[config.mk]
export PLATFORM = sky130hd
export DESIGN_NAME = two_channel_pwm_duty_sequencer_core
export DESIGN_NICKNAME = d
export VERILOG_FILES = /design/src/sv/pwmseq_pkg.sv /design/src/sv/pwmseq_ram.sv /design/src/sv/pwmseq_rem.sv /design/src/sv/pwmseq_scale.sv /design/src/sv/two_channel_pwm_duty_sequencer_core.sv
export SDC_FILE = /design/constraint.sdc
export NUM_CORES = 2
export LEC_CHECK = 0
export BUFFER_PORTS_ARGS = -buffer_cell sky130_fd_sc_hd__buf_4
export CAP_MARGIN = 20
export CORE_MARGIN = 3
export CORE_UTILIZATION = 30
export CTS_BUF_LIST = sky130_fd_sc_hd__clkbuf_2 sky130_fd_sc_hd__clkbuf_4 sky130_fd_sc_hd__clkbuf_8
export CTS_CLUSTER_DIAMETER = 60
export DETAILED_ROUTE_END_ITERATION = 10
export GPL_ROUTABILITY_DRIVEN = 0
export PLACE_DENSITY_LB_ADDON = 0.08
export SLEW_MARGIN = 0
export SYNTH_ARGS = -nofsm -noshare
export SYNTH_HDL_FRONTEND = slang
export SYNTH_HIERARCHICAL = 1
export SYNTH_SLANG_ARGS = --single-unit
[constraint.sdc]
create_clock -name clk -period 12.75 [get_ports clk]
set_input_delay 1.275 -clock clk [delete_from_list [all_inputs] [get_ports clk]]
set_output_delay 1.275 -clock clk [all_outputs]
set_load 0.005 [all_outputs]
[src/sv/pwmseq_pkg.sv]
// Shared types and constants for the two-channel PWM duty sequencer.
// No dependencies; pwmseq_scale and the sequencer core use it.
`default_nettype none

package pwmseq_pkg;

  localparam int MAX_ENTRIES_DEF = 128;

  // Field widths
  localparam int KIND_W     = 2;
  localparam int TIME_W     = 32;
  localparam int DUTY_IN_W  = 16;
  localparam int DUTY_W     = 13;
  localparam int WRAP_W     = 16;
  localparam int LEVEL_W    = 16;
  localparam int STEP_OUT_W = 7;
  localparam int CNT_OUT_W  = 8;
  localparam int CFG_IDX_W  = 3;
  localparam int CFG_DATA_W = 32;
  localparam int Q_SHIFT    = 12;
  localparam int PROD_W     = DUTY_W + WRAP_W;

  // Q12 full scale
  localparam logic [DUTY_IN_W-1:0] FULL_SCALE_IN = 16'd4096;
  localparam logic [DUTY_W-1:0]    FULL_SCALE    = 13'd4096;

  // Reset values of the configuration registers and levels
  localparam logic [WRAP_W-1:0]  WRAP_RESET  = 16'd2499;
  localparam logic [LEVEL_W-1:0] LEVEL_RESET = 16'd2499;

  // Configuration register indexes
  localparam logic [CFG_IDX_W-1:0] CFG_STEP_DURATION = 3'd0;
  localparam logic [CFG_IDX_W-1:0] CFG_PWM_WRAP      = 3'd1;
  localparam logic [CFG_IDX_W-1:0] CFG_INVERT        = 3'd2;
  localparam logic [CFG_IDX_W-1:0] CFG_MANUAL_MODE   = 3'd3;
  localparam logic [CFG_IDX_W-1:0] CFG_MANUAL_TRIG   = 3'd4;

  typedef enum logic [KIND_W-1:0] {
    KIND_POLL   = 2'd0,
    KIND_LOAD   = 2'd1,
    KIND_APPEND = 2'd2,
    KIND_COMMIT = 2'd3
  } kind_t;

  typedef enum logic [2:0] {
    ST_IDLE,
    ST_EXEC,
    ST_ADVANCE,
    ST_REM_GO,
    ST_REM_WAIT,
    ST_READ,
    ST_MUL,
    ST_DONE
  } state_t;

endpackage

`default_nettype wire

[src/sv/pwmseq_ram.sv]
// Generic simple dual-port RAM: one write port, one read port, registered read.
// No dependencies.
`default_nettype none

module pwmseq_ram #(
  parameter int WIDTH = 13,
  parameter int DEPTH = 128,
  localparam int AW = (DEPTH > 1) ? $clog2(DEPTH) : 1
) (
  input  wire logic             clk,
  input  wire logic             we,
  input  wire logic [AW-1:0]    waddr,
  input  wire logic [WIDTH-1:0] wdata,
  input  wire logic [AW-1:0]    raddr,
  output logic      [WIDTH-1:0] rdata
);

  logic [WIDTH-1:0] mem [DEPTH];

  always_ff @(posedge clk) begin
    if (we) begin
      mem[waddr] <= wdata;
    end
    rdata <= mem[raddr];
  end

endmodule

`default_nettype wire

[src/sv/pwmseq_rem.sv]
// Bit-serial restoring remainder unit: one dividend bit per cycle.
// Depends on nothing but its parameters.
`default_nettype none

module pwmseq_rem #(
  parameter int DIV_W = 7,
  parameter int DVS_W = 8,
  localparam int ITER_W = $clog2(DIV_W + 1)
) (
  input  wire logic             clk,
  input  wire logic             rst,
  input  wire logic             start,
  input  wire logic [DIV_W-1:0] dividend,
  input  wire logic [DVS_W-1:0] divisor,
  output logic                  busy,
  output logic      [DIV_W-1:0] remainder
);

  logic [DVS_W-1:0]  acc;
  logic [DIV_W-1:0]  shreg;
  logic [ITER_W-1:0] iter;
  logic [DVS_W:0]    trial;
  logic [DVS_W:0]    diff;
  logic [DVS_W-1:0]  acc_next;

  always_comb begin
    trial = {acc, shreg[DIV_W-1]};
    diff  = trial - {1'b0, divisor};
    if (trial >= {1'b0, divisor}) begin
      acc_next = diff[DVS_W-1:0];
    end else begin
      acc_next = trial[DVS_W-1:0];
    end
  end

  always_ff @(posedge clk) begin
    if (rst) begin
      busy <= 1'b0;
      iter <= '0;
    end else if (start) begin
      busy <= 1'b1;
      iter <= ITER_W'(DIV_W);
    end else if (busy) begin
      iter <= iter - 1'b1;
      if (iter == ITER_W'(1)) begin
        busy <= 1'b0;
      end
    end
  end

  always_ff @(posedge clk) begin
    if (start) begin
      acc   <= '0;
      shreg <= dividend;
    end else if (busy) begin
      acc   <= acc_next;
      shreg <= shreg << 1;
    end
  end

  // remainder < divisor <= depth, so the low bits carry it
  assign remainder = acc[DIV_W-1:0];

  a_rem_in_range: assert property (@(posedge clk) disable iff (rst)
    $fell(busy) && divisor != '0 |-> acc < divisor)
    else $error("remainder not below divisor");

  a_start_sets_busy: assert property (@(posedge clk) disable iff (rst)
    start |=> busy)
    else $error("remainder unit did not start");

endmodule

`default_nettype wire

[src/sv/pwmseq_scale.sv]
// Duty to compare level: optional inversion, then a registered multiply by wrap.
// Depends on pwmseq_pkg.
`default_nettype none

module pwmseq_scale (
  input  wire logic                               clk,
  input  wire logic [pwmseq_pkg::DUTY_W-1:0]      duty,
  input  wire logic [pwmseq_pkg::WRAP_W-1:0]      wrap,
  input  wire logic                               invert,
  output logic      [pwmseq_pkg::LEVEL_W-1:0]     level
);

  logic [pwmseq_pkg::DUTY_W-1:0] duty_sel;
  logic [pwmseq_pkg::PROD_W-1:0] prod;

  always_comb begin
    if (invert) begin
      duty_sel = pwmseq_pkg::FULL_SCALE - duty;
    end else begin
      duty_sel = duty;
    end
  end

  always_ff @(posedge clk) begin
    prod <= pwmseq_pkg::PROD_W'(duty_sel) * pwmseq_pkg::PROD_W'(wrap);
  end

  // floor(d * wrap / 4096)
  assign level = prod[pwmseq_pkg::Q_SHIFT +: pwmseq_pkg::LEVEL_W];

endmodule

`default_nettype wire

[src/sv/two_channel_pwm_duty_sequencer_core.sv]
// Two-channel PWM duty sequencer: duty tables live in two RAMs, a poll item
// gates the sequence on the trigger and steps it once the step duration in
// milliseconds has elapsed, and every item returns one status transaction.
// Items are handled one at a time. Load, append and commit items pass from
// execute to done; polls also pass the advance state. A poll while running
// with a nonzero step duration refreshes the levels: the step, ADDR_W bits
// wide (clog2(MAX_ENTRIES) but at least 1), is reduced modulo each channel
// count by a bit-serial remainder unit, one step bit per cycle, then the RAMs
// are read and the duties scaled by one registered multiply. A finished
// transaction waits in the output register while the next item is taken in;
// the block holds in its done state only if a second result completes before
// the first is taken. No clearing pass is needed after reset.
`default_nettype none

module two_channel_pwm_duty_sequencer_core #(
  parameter int MAX_ENTRIES = pwmseq_pkg::MAX_ENTRIES_DEF
) (
  input  wire logic                                  clk,
  input  wire logic                                  rst,
  // item channel
  input  wire logic                                  in_valid,
  output logic                                       in_stall,
  input  wire logic [pwmseq_pkg::KIND_W-1:0]         kind,
  input  wire logic                                  hw_trig,
  input  wire logic [pwmseq_pkg::TIME_W-1:0]         now_ms,
  input  wire logic [pwmseq_pkg::DUTY_IN_W-1:0]      duty_ch1,
  input  wire logic [pwmseq_pkg::DUTY_IN_W-1:0]      duty_ch2,
  input  wire logic                                  has_ch1,
  input  wire logic                                  has_ch2,
  // result channel
  output logic                                       out_valid,
  input  wire logic                                  out_stall,
  output logic      [pwmseq_pkg::LEVEL_W-1:0]        level_ch1,
  output logic      [pwmseq_pkg::LEVEL_W-1:0]        level_ch2,
  output logic                                       running,
  output logic      [pwmseq_pkg::STEP_OUT_W-1:0]     step_index,
  output logic      [pwmseq_pkg::CNT_OUT_W-1:0]      count_ch1,
  output logic      [pwmseq_pkg::CNT_OUT_W-1:0]      count_ch2,
  output logic                                       seq_enabled,
  output logic                                       loading,
  // configuration write channel
  input  wire logic                                  cfg_valid,
  output logic                                       cfg_ready,
  input  wire logic [pwmseq_pkg::CFG_IDX_W-1:0]      cfg_index,
  input  wire logic [pwmseq_pkg::CFG_DATA_W-1:0]     cfg_data
);

  localparam int ADDR_W = (MAX_ENTRIES > 1) ? $clog2(MAX_ENTRIES) : 1;
  localparam int CNT_W  = $clog2(MAX_ENTRIES + 1);

  // configuration registers
  logic [pwmseq_pkg::TIME_W-1:0] step_dur;
  logic [pwmseq_pkg::WRAP_W-1:0] pwm_wrap;
  logic                          invert;
  logic                          manual_mode;
  logic                          manual_trig;

  // accepted item
  pwmseq_pkg::kind_t                  kind_q;
  logic                               pin_q;
  logic [pwmseq_pkg::TIME_W-1:0]      now_q;
  logic [pwmseq_pkg::DUTY_IN_W-1:0]   duty1_q;
  logic [pwmseq_pkg::DUTY_IN_W-1:0]   duty2_q;
  logic                               has1_q;
  logic                               has2_q;

  // sequencer state
  pwmseq_pkg::state_t            state;
  pwmseq_pkg::state_t            state_next;
  logic [CNT_W-1:0]              cnt1;
  logic [CNT_W-1:0]              cnt2;
  logic [ADDR_W-1:0]             step;
  logic [pwmseq_pkg::TIME_W-1:0] start_ms;
  logic                          run;
  logic                          enable;
  logic                          load;
  logic                          elapsed;
  logic [pwmseq_pkg::LEVEL_W-1:0] lvl1;
  logic [pwmseq_pkg::LEVEL_W-1:0] lvl2;

  // datapath
  logic                            trig;
  logic                            do_start;
  logic                            do_stop;
  logic [pwmseq_pkg::TIME_W-1:0]   since;
  logic [CNT_W-1:0]                top;
  logic [CNT_W-1:0]                step_inc;
  logic                            advancing;
  logic                            we1;
  logic                            we2;
  logic                            rem_start;
  logic                            rem_busy1;
  logic                            rem_busy2;
  logic [ADDR_W-1:0]               rem1;
  logic [ADDR_W-1:0]               rem2;
  logic [pwmseq_pkg::DUTY_W-1:0]   rdata1;
  logic [pwmseq_pkg::DUTY_W-1:0]   rdata2;
  logic [pwmseq_pkg::LEVEL_W-1:0]  scaled1;
  logic [pwmseq_pkg::LEVEL_W-1:0]  scaled2;
  logic                            out_load;

  assign cfg_ready = !rst;

  always_ff @(posedge clk) begin
    if (rst) begin
      step_dur    <= '0;
      pwm_wrap    <= pwmseq_pkg::WRAP_RESET;
      invert      <= 1'b1;
      manual_mode <= 1'b0;
      manual_trig <= 1'b0;
    end else if (cfg_valid && cfg_ready) begin
      unique case (cfg_index)
        pwmseq_pkg::CFG_STEP_DURATION: step_dur    <= cfg_data;
        pwmseq_pkg::CFG_PWM_WRAP:      pwm_wrap    <= cfg_data[pwmseq_pkg::WRAP_W-1:0];
        pwmseq_pkg::CFG_INVERT:        invert      <= cfg_data[0];
        pwmseq_pkg::CFG_MANUAL_MODE:   manual_mode <= cfg_data[0];
        pwmseq_pkg::CFG_MANUAL_TRIG:   manual_trig <= cfg_data[0];
        default: ;
      endcase
    end
  end

  always_ff @(posedge clk) begin
    if (in_valid && !in_stall) begin
      kind_q  <= pwmseq_pkg::kind_t'(kind);
      pin_q   <= hw_trig;
      now_q   <= now_ms;
      duty1_q <= duty_ch1;
      duty2_q <= duty_ch2;
      has1_q  <= has_ch1;
      has2_q  <= has_ch2;
    end
  end

  // trigger gate and step arithmetic
  always_comb begin
    trig      = manual_mode ? manual_trig : pin_q;
    do_start  = trig && enable && !run;
    do_stop   = !trig && run;
    since     = now_q - start_ms;
    top       = (cnt1 > cnt2) ? cnt1 : cnt2;
    step_inc  = CNT_W'(step) + CNT_W'(elapsed);
    advancing = run && (step_dur != '0);
  end

  // next state
  always_comb begin
    state_next = state;
    unique case (state)
      pwmseq_pkg::ST_IDLE: begin
        if (in_valid) state_next = pwmseq_pkg::ST_EXEC;
      end
      pwmseq_pkg::ST_EXEC: begin
        if (kind_q == pwmseq_pkg::KIND_POLL) state_next = pwmseq_pkg::ST_ADVANCE;
        else state_next = pwmseq_pkg::ST_DONE;
      end
      pwmseq_pkg::ST_ADVANCE: begin
        if (advancing) state_next = pwmseq_pkg::ST_REM_GO;
        else state_next = pwmseq_pkg::ST_DONE;
      end
      pwmseq_pkg::ST_REM_GO:   state_next = pwmseq_pkg::ST_REM_WAIT;
      pwmseq_pkg::ST_REM_WAIT: begin
        if (!rem_busy1 && !rem_busy2) state_next = pwmseq_pkg::ST_READ;
      end
      pwmseq_pkg::ST_READ:     state_next = pwmseq_pkg::ST_MUL;
      pwmseq_pkg::ST_MUL:      state_next = pwmseq_pkg::ST_DONE;
      pwmseq_pkg::ST_DONE: begin
        if (!out_valid || !out_stall) state_next = pwmseq_pkg::ST_IDLE;
      end
      default: state_next = pwmseq_pkg::ST_IDLE;
    endcase
  end

  // state decodes
  always_comb begin
    in_stall  = 1'b1;
    rem_start = 1'b0;
    we1       = 1'b0;
    we2       = 1'b0;
    out_load  = 1'b0;
    unique case (state)
      pwmseq_pkg::ST_IDLE:   in_stall  = rst;
      pwmseq_pkg::ST_REM_GO: rem_start = 1'b1;
      pwmseq_pkg::ST_EXEC: begin
        if (kind_q == pwmseq_pkg::KIND_APPEND && load) begin
          we1 = has1_q && (duty1_q <= pwmseq_pkg::FULL_SCALE_IN)
                && (cnt1 < CNT_W'(MAX_ENTRIES));
          we2 = has2_q && (duty2_q <= pwmseq_pkg::FULL_SCALE_IN)
                && (cnt2 < CNT_W'(MAX_ENTRIES));
        end
      end
      pwmseq_pkg::ST_DONE:   out_load  = !out_valid || !out_stall;
      default: ;
    endcase
  end

  always_ff @(posedge clk) begin
    if (rst) begin
      state    <= pwmseq_pkg::ST_IDLE;
      cnt1     <= '0;
      cnt2     <= '0;
      step     <= '0;
      start_ms <= '0;
      run      <= 1'b0;
      enable   <= 1'b0;
      load     <= 1'b0;
      elapsed  <= 1'b0;
      lvl1     <= pwmseq_pkg::LEVEL_RESET;
      lvl2     <= pwmseq_pkg::LEVEL_RESET;
    end else begin
      state <= state_next;
      unique case (state)
        pwmseq_pkg::ST_EXEC: begin
          unique case (kind_q)
            pwmseq_pkg::KIND_POLL: begin
              // a fresh start has zero elapsed time
              elapsed <= !do_start && (since >= step_dur);
              if (do_start) begin
                run      <= 1'b1;
                start_ms <= now_q;
                step     <= '0;
              end else if (do_stop) begin
                run  <= 1'b0;
                lvl1 <= '0;
                lvl2 <= '0;
                step <= '0;
              end
            end
            pwmseq_pkg::KIND_LOAD: begin
              cnt1 <= '0;
              cnt2 <= '0;
              load <= 1'b1;
            end
            pwmseq_pkg::KIND_APPEND: begin
              if (we1) cnt1 <= cnt1 + 1'b1;
              if (we2) cnt2 <= cnt2 + 1'b1;
            end
            pwmseq_pkg::KIND_COMMIT: begin
              load   <= 1'b0;
              enable <= (cnt1 != '0) || (cnt2 != '0);
            end
            default: ;
          endcase
        end
        pwmseq_pkg::ST_ADVANCE: begin
          if (advancing) begin
            if (elapsed) start_ms <= now_q;
            // wrap at the longer table, hold at zero when both are empty
            if (top == '0 || step_inc >= top) step <= '0;
            else step <= step_inc[ADDR_W-1:0];
          end
        end
        pwmseq_pkg::ST_MUL: begin
          lvl1 <= (cnt1 == '0) ? '0 : scaled1;
          lvl2 <= (cnt2 == '0) ? '0 : scaled2;
        end
        default: ;
      endcase
    end
  end

  pwmseq_ram #(
    .WIDTH(pwmseq_pkg::DUTY_W),
    .DEPTH(MAX_ENTRIES)
  ) u_ram_ch1 (
    .clk  (clk),
    .we   (we1),
    .waddr(cnt1[ADDR_W-1:0]),
    .wdata(duty1_q[pwmseq_pkg::DUTY_W-1:0]),
    .raddr(rem1),
    .rdata(rdata1)
  );

  pwmseq_ram #(
    .WIDTH(pwmseq_pkg::DUTY_W),
    .DEPTH(MAX_ENTRIES)
  ) u_ram_ch2 (
    .clk  (clk),
    .we   (we2),
    .waddr(cnt2[ADDR_W-1:0]),
    .wdata(duty2_q[pwmseq_pkg::DUTY_W-1:0]),
    .raddr(rem2),
    .rdata(rdata2)
  );

  pwmseq_rem #(
    .DIV_W(ADDR_W),
    .DVS_W(CNT_W)
  ) u_rem_ch1 (
    .clk      (clk),
    .rst      (rst),
    .start    (rem_start),
    .dividend (step),
    .divisor  (cnt1),
    .busy     (rem_busy1),
    .remainder(rem1)
  );

  pwmseq_rem #(
    .DIV_W(ADDR_W),
    .DVS_W(CNT_W)
  ) u_rem_ch2 (
    .clk      (clk),
    .rst      (rst),
    .start    (rem_start),
    .dividend (step),
    .divisor  (cnt2),
    .busy     (rem_busy2),
    .remainder(rem2)
  );

  pwmseq_scale u_scale_ch1 (
    .clk   (clk),
    .duty  (rdata1),
    .wrap  (pwm_wrap),
    .invert(invert),
    .level (scaled1)
  );

  pwmseq_scale u_scale_ch2 (
    .clk   (clk),
    .duty  (rdata2),
    .wrap  (pwm_wrap),
    .invert(invert),
    .level (scaled2)
  );

  // output register: holds a finished transaction while the next item runs
  always_ff @(posedge clk) begin
    if (rst) begin
      out_valid <= 1'b0;
    end else if (out_load) begin
      out_valid <= 1'b1;
    end else if (!out_stall) begin
      out_valid <= 1'b0;
    end
  end

  always_ff @(posedge clk) begin
    if (out_load) begin
      level_ch1   <= lvl1;
      level_ch2   <= lvl2;
      running     <= run;
      step_index  <= pwmseq_pkg::STEP_OUT_W'(step);
      count_ch1   <= pwmseq_pkg::CNT_OUT_W'(cnt1);
      count_ch2   <= pwmseq_pkg::CNT_OUT_W'(cnt2);
      seq_enabled <= enable;
      loading     <= load;
    end
  end

  a_accept_starts_exec: assert property (@(posedge clk) disable iff (rst)
    in_valid && !in_stall |=> state == pwmseq_pkg::ST_EXEC)
    else $error("accepted item not executed");

  a_done_publishes: assert property (@(posedge clk) disable iff (rst)
    state == pwmseq_pkg::ST_DONE && !(out_valid && out_stall) |=> out_valid)
    else $error("finished item not published");

  a_step_in_range: assert property (@(posedge clk) disable iff (rst)
    state == pwmseq_pkg::ST_ADVANCE && advancing
    |=> step == '0 || CNT_W'(step) < top)
    else $error("step beyond longest table");

  a_empty_channel_zero: assert property (@(posedge clk) disable iff (rst)
    state == pwmseq_pkg::ST_MUL && cnt1 == '0 |=> lvl1 == '0)
    else $error("empty channel drives nonzero level");

endmodule

`default_nettype wire
**Word level (Yosys, flattened, before mapping)**

Memories as Yosys holds them, arrays and structs flattened. A register that Yosys moved wholly into a read port is not among the register bits.
Cells that the tools add are included.

- Bits in writable memories: 3328
- Memories: 2
- Word-level logic and storage cells: 214
- Input port bits: 109
- Bits in registers: 367
- Output and inout bits: 61

Memory list:

| name | depth | width | read ports | clocked after Yosys merged registers in | wr ports | RTL line | text |
|---|---|---|---|---|---|---|---|
| u_ram_ch1.mem | 128 | 13 | 1 | 1 | 1 | pwmseq_ram.sv:18 | `logic [WIDTH-1:0] mem [DEPTH];` |
| u_ram_ch2.mem | 128 | 13 | 1 | 1 | 1 | pwmseq_ram.sv:18 |  |

- Muxes and demuxes: 64
- Reductions and logical operators: 56
- $add $sub $neg: 10
- Multipliers: 2
- Eq/ne operators: 29
- Magnitude comparators: 9

Operators with widths:

| cell | number |
|---|---|
| $mux 32 | 4 |
| $mux 16 | 5 |
| $pmux 16 s2 | 2 |
| $pmux 32 s2 | 1 |
| $mux 7 | 9 |
| $mul 13x16->28 | 2 |
| $mux 8 | 5 |
| $ge 32x32->1 | 1 |
| $le 16x13->1 const B | 2 |
| $pmux 8 s2 | 2 |
| $reduce_bool 32->1 | 1 |
| $sub 32x32->32 | 1 |
| $mux 3 | 9 |
| $mux 13 | 2 |
| $sub 13x13->13 const A | 2 |
| $logic_not 8->1 | 3 |
| $pmux 3 s8 | 1 |
| $mux 1 | 22 |
| $ge 9x8->1 | 2 |
| $ne 2x2->1 const B | 9 |
| $add 8x1->8 const B | 2 |
| $lt 8x8->1 const B | 2 |
| $reduce_and 2->1 | 8 |
| $reduce_bool 8->1 | 2 |
| other kinds (23) | 71 |

**Longest topological paths before layout**

- Depth in word-level cells: 7
- Depth in mapped cells: 26

**By module**

Netlist, hierarchy kept.

Modules (own cells, without submodules):

| module | times used | area an instance (um^2) | cells each |
|---|---|---|---|
| pwmseq_ram | 2 | 63952.6 | 2542 |
| pwmseq_scale | 2 | 7069.3 | 811 |
| two_channel_pwm_duty_sequencer_core | 1 | 12274.3 | 1178 |
| pwmseq_rem | 2 | 1382.6 | 157 |

**Worst setup path before layout**

Ideal clock, no wire load.

- Path kind: reg-to-reg
- Start: register u_ram_ch1.rdata[0], read port of u_ram_ch1.mem
- End: register u_scale_ch1/prod[21] (netlist bit)
- Required time: 12.678 ns
- Arrival: 5.863 ns
- Cell stages (with the launch flop): 23
- Period minus slack after synthesis: 5.935 ns
- Setup slack: 6.815 ns
- Cells stage by stage: dfxtp_1 -> inv_1 -> ha_1 -> nand2b_1 -> xnor2_1 -> clkbuf_1 -> nand2_1 -> fa_1 -> inv_1 -> fa_1 -> fa_1 -> inv_1 -> fa_1 -> inv_1 -> fa_1 -> ha_1 -> a211oi_1 -> nand2_1 -> a2111oi_4 -> o31ai_2 -> o31a_1 -> a41oi_1 -> xnor2_1

- Cells in the longest elaborated chain, start to end: 3

RTL lines:

| item | RTL line | text |
|---|---|---|
| start, declared | pwmseq_ram.sv:15 | `output logic [WIDTH-1:0] rdata` |
| $sub 13x13->13 | pwmseq_scale.sv:18 | `duty_sel = pwmseq_pkg::FULL_SCALE - duty;` |
| $mux 13 (*) | pwmseq_scale.sv:17 | `if (invert) begin` |
| $mul 13x16->28 (*) | pwmseq_scale.sv:25 | `prod <= pwmseq_pkg::PROD_W'(duty_sel) * pwmseq_pkg::PROD_W'(wrap);` |
| end signal, assigned | pwmseq_scale.sv:25 |  |
| end, declared | pwmseq_scale.sv:14 | `logic [pwmseq_pkg::PROD_W-1:0] prod;` |

Every way passes the cells marked *; elsewhere a longest branch is shown, timed or not.
A chain may end at the register's enable or synchronous reset.

**Worst setup path after layout**

- Start: register u_ram_ch2.rdata[0], read port of u_ram_ch2.mem
- End: register u_scale_ch2/prod[22] (netlist bit)

- Cells in the longest elaborated chain, start to end: 3

RTL lines:

| item | RTL line |
|---|---|
| start, declared | pwmseq_ram.sv:15 |
| $sub 13x13->13 | pwmseq_scale.sv:18 |
| $mux 13 (*) | pwmseq_scale.sv:17 |
| $mul 13x16->28 (*) | pwmseq_scale.sv:25 |
| end signal, assigned | pwmseq_scale.sv:25 |
| end, declared | pwmseq_scale.sv:14 |

Marked as above.

==> impl_metrics.env <==
export IMPL_vias_per_cell=4.855
export IMPL_drv_cap=0
export IMPL_first_global_vias=84600
export IMPL_ys_types=75
export IMPL_min_path_cells=1
export IMPL_tightest_slew_ns=1.137
export IMPL_die_y_um=729.6
export IMPL_synth_edff_count=3469
export IMPL_synth_seq_cells=3697
export IMPL_period_share_pct=54.43
export IMPL_syn2layout_area_growth_pct=15.92
export IMPL_core_area_um2=521200
export IMPL_final_hold_viol_count=0
export IMPL_synth_cells=8198
export IMPL_hpwl_um=281400
export IMPL_synthesis_area_um2=157100
export IMPL_finalMaxSlewViolations=0
export IMPL_root_buffer="clkbuf_8"
export IMPL_cp_end_kind="register"
export IMPL_final_nets=9639
export IMPL_ant_nets=0
export IMPL_grt_max_degree=130
export IMPL_worstPathMaxFanout=17
export IMPL_clkSlewWorstSetupHoldPaths_ns=0.06
export IMPL_async_reset_ff_share_pct=0
export IMPL_grt_usage_pct=16.88
export IMPL_final_common_cell="edfxtp_1"
export IMPL_cts_sinks=3697
export IMPL_timing_fmax_mhz=144.1
export IMPL_timing_setup_tns_ns=0
export IMPL_numPortBuffers=169
export IMPL_yosysWarnings=6
export IMPL_stdcell_count=16470
export IMPL_rows=265
export IMPL_ys_flop_type="edfxtp_1"
export IMPL_max_clock_path_buffers=4
export IMPL_relSlewSlack_pct=24.12
export IMPL_seq_area_frac_synth_pct=69.22
export IMPL_grt_pass1_wl_um=647300
export IMPL_dp_slack_ns=5.713
export IMPL_regArea_um2=108800
export IMPL_synth_top_cell_area_share_pct=66.32
export IMPL_utilization_pct=34.93
export IMPL_crit_path_start_kind="register"
export IMPL_cts_repair_resized=0
export IMPL_place_inst=15240
export IMPL_setup_slack_ns=5.810
export IMPL_post_route_min_period_ns=6.940
export IMPL_h_tree_depth=6
export IMPL_power_per_cell_area_nw_per_um2=256.4
export IMPL_io_pins=170
export IMPL_yosys_area_top_type="edfxtp_1"
export IMPL_worstPathArrival_ns=8.02
export IMPL_hp_start="now_ms[4]"
export IMPL_cts_setup_buffers=0
export IMPL_antenna_found_initial=54
export IMPL_die_area_um2=532300
export IMPL_syn_avg_cell_area_um2=19.16
export IMPL_ir_worst_vdd_v=0.0005042
export IMPL_drt_pass1_iter_count=6
export IMPL_ys_top_cells_by_area="edfxtp_1, mux4_2, fa_1"
export IMPL_via_count=79970
export IMPL_drcViolationCount=0
export IMPL_cts_tree="yes"
export IMPL_clk_insertion_delay_late_ns=1.22
export IMPL_wl_um=455400
export IMPL_cts_hold_buf=0
export IMPL_drive_above_1_share_pct=30.27
export IMPL_worst_setup_path_type="register to register"
export IMPL_routedWlPerCell_um=27.65
export IMPL_layout_common_cells="edfxtp_1, mux4_2, clkbuf_8"
export IMPL_start_util_pct=30.14
export IMPL_holdCritPathClass="input pin to register"
export IMPL_fillers=49110
export IMPL_multi_input_area_um2=45210
export IMPL_outcome="finished clean"
export IMPL_cts_buffers=670
export IMPL_cp_required_ns=13.82
export IMPL_rsz0062_at_grt="false"
export IMPL_setup_viol=0
export IMPL_die_w_um=729.6
export IMPL_reg2regPathDepth=22
export IMPL_r2r_start="u_ram_ch2/rdata[0]$_DFF_P_"
export IMPL_drt_iter0_markers=6410
export IMPL_skew_ns=0.08969
export IMPL_synthesis_nets=8855
export IMPL_p_leak_nw=59.28
export IMPL_startpoint="u_ram_ch2/rdata[0]$_DFF_P_"
export IMPL_grt_ovfl_total=0
==> logic make-up after synthesis <==
group / Yosys count / synth area share (%)
compound gates: 436 / 1.921
xor+xnor: 109 / 0.6316
fa+ha+maj: 548 / 5.832
buf+inv: 903 / 2.301
flops: 3697 / 69.22
mux: 1173 / 16.21
simple gates: 1332 / 3.884
==> Yosys cell counts (33+ instances only) <==
cell         n
a21oi_1    144
buf_2       60
fa_1       307
nor2_1     432
nand3_1     69
edfxtp_1  3469
xor2_1      33
clkbuf_1   270
mux2_2      38
buf_1       34
mux4_2    1092
nor2b_1     56
xnor2_1     74
nand4_1     36
ha_1       241
nand2b_1    41
inv_1      503
and2_1     149
dfxtp_1    228
nand2_1    445
o21ai_0     56
mux2i_1     41
==> cell type report <==
cell class,instances,share of cell area (%)
Clock inverter,296,1.214
Timing Repair Buffer,512,2.281
Clock buffer,906,6.109
Inverter,503,1.037
Antenna cell,18,0.02474
Multi-Input combinational cell,3598,24.83
Sequential cell,3697,59.73
Tap cell,6942,4.770
==> state kept, by name (all words and copies together), names as in the netlist, 16 cells and up <==
| name | flops |
|---|---|
| u_scale_ch1/prod | 16 |
| lvl2 | 16 |
| level_ch1 | 16 |
| start_ms | 32 |
| u_ram_ch1/mem | 1664 |
| u_ram_ch2/mem | 1664 |
| u_scale_ch2/prod | 16 |
| duty2_q | 16 |
| now_q | 32 |
| duty1_q | 16 |
| lvl1 | 16 |
| level_ch2 | 16 |
| step_dur | 32 |
| pwm_wrap | 16 |
==> report_power, final <==
| group | internal [mW] | switching, mW | leakage, nW |
|---|---|---|---|
| clock network | 6.04 | 5.15 | 7.04 |
| logic | 8.63 | 12.8 | 19.1 |
| registers | 13.6 | 0.397 | 33.1 |
| total | 28.3 | 18.4 | 59.3 |
==> critical path, cell delays in order, from the launching register on <==
cell and delay, ns:
dfxtp_1 0.67, inv_1 0.13, ha_1 0.25, nand2_1 0.07, nand2_1 0.08, xnor2_2 0.87, nand2_1 0.19, fa_1 0.56
fa_1 0.52, inv_1 0.07, fa_1 0.51, fa_1 0.50, inv_1 0.05, fa_1 0.48, inv_1 0.05, ha_1 0.32
nand4_1 0.12, nor2_1 0.05, o22ai_1 0.24, a31oi_2 0.22, a221oi_2 0.50, o21ai_0 0.19, xnor2_1 0.16
==> routing by layer <==
layer	vias to the layer above	track usage, %	wire length (um)
met5	-	0	0
met4	0	3.799	9828
met3	608	2.587	22360
met2	2079	26.93	213300
met1	43290	24.36	210000
li1	33990	-	-
==> worst paths after layout <==
kind,end,slack [ns]
worst min-delay path,now_q[4]$_DFFE_PP_,0.23
worst max register to register,u_scale_ch2/prod[22]$_DFF_P_,5.81
worst min register to register,level_ch1[2]$_DFFE_PP_,0.44
worst max-delay path,u_scale_ch2/prod[22]$_DFF_P_,5.81
==> through the flow <==
step           hold slack, ns  power, mW  area, um2
2_1_floorplan          0.4087      28.79     157100
3_3_place_gp           0.4317      36.09     168400
3_5_place_dp           0.4235      36.01     168600
4_1_cts               0.01407      47.51     181900
5_1_grt               0.09378      49.97     182100
6_report               0.2338      46.68     182100
No activity file was read; power rests on OpenSTA's default activity.
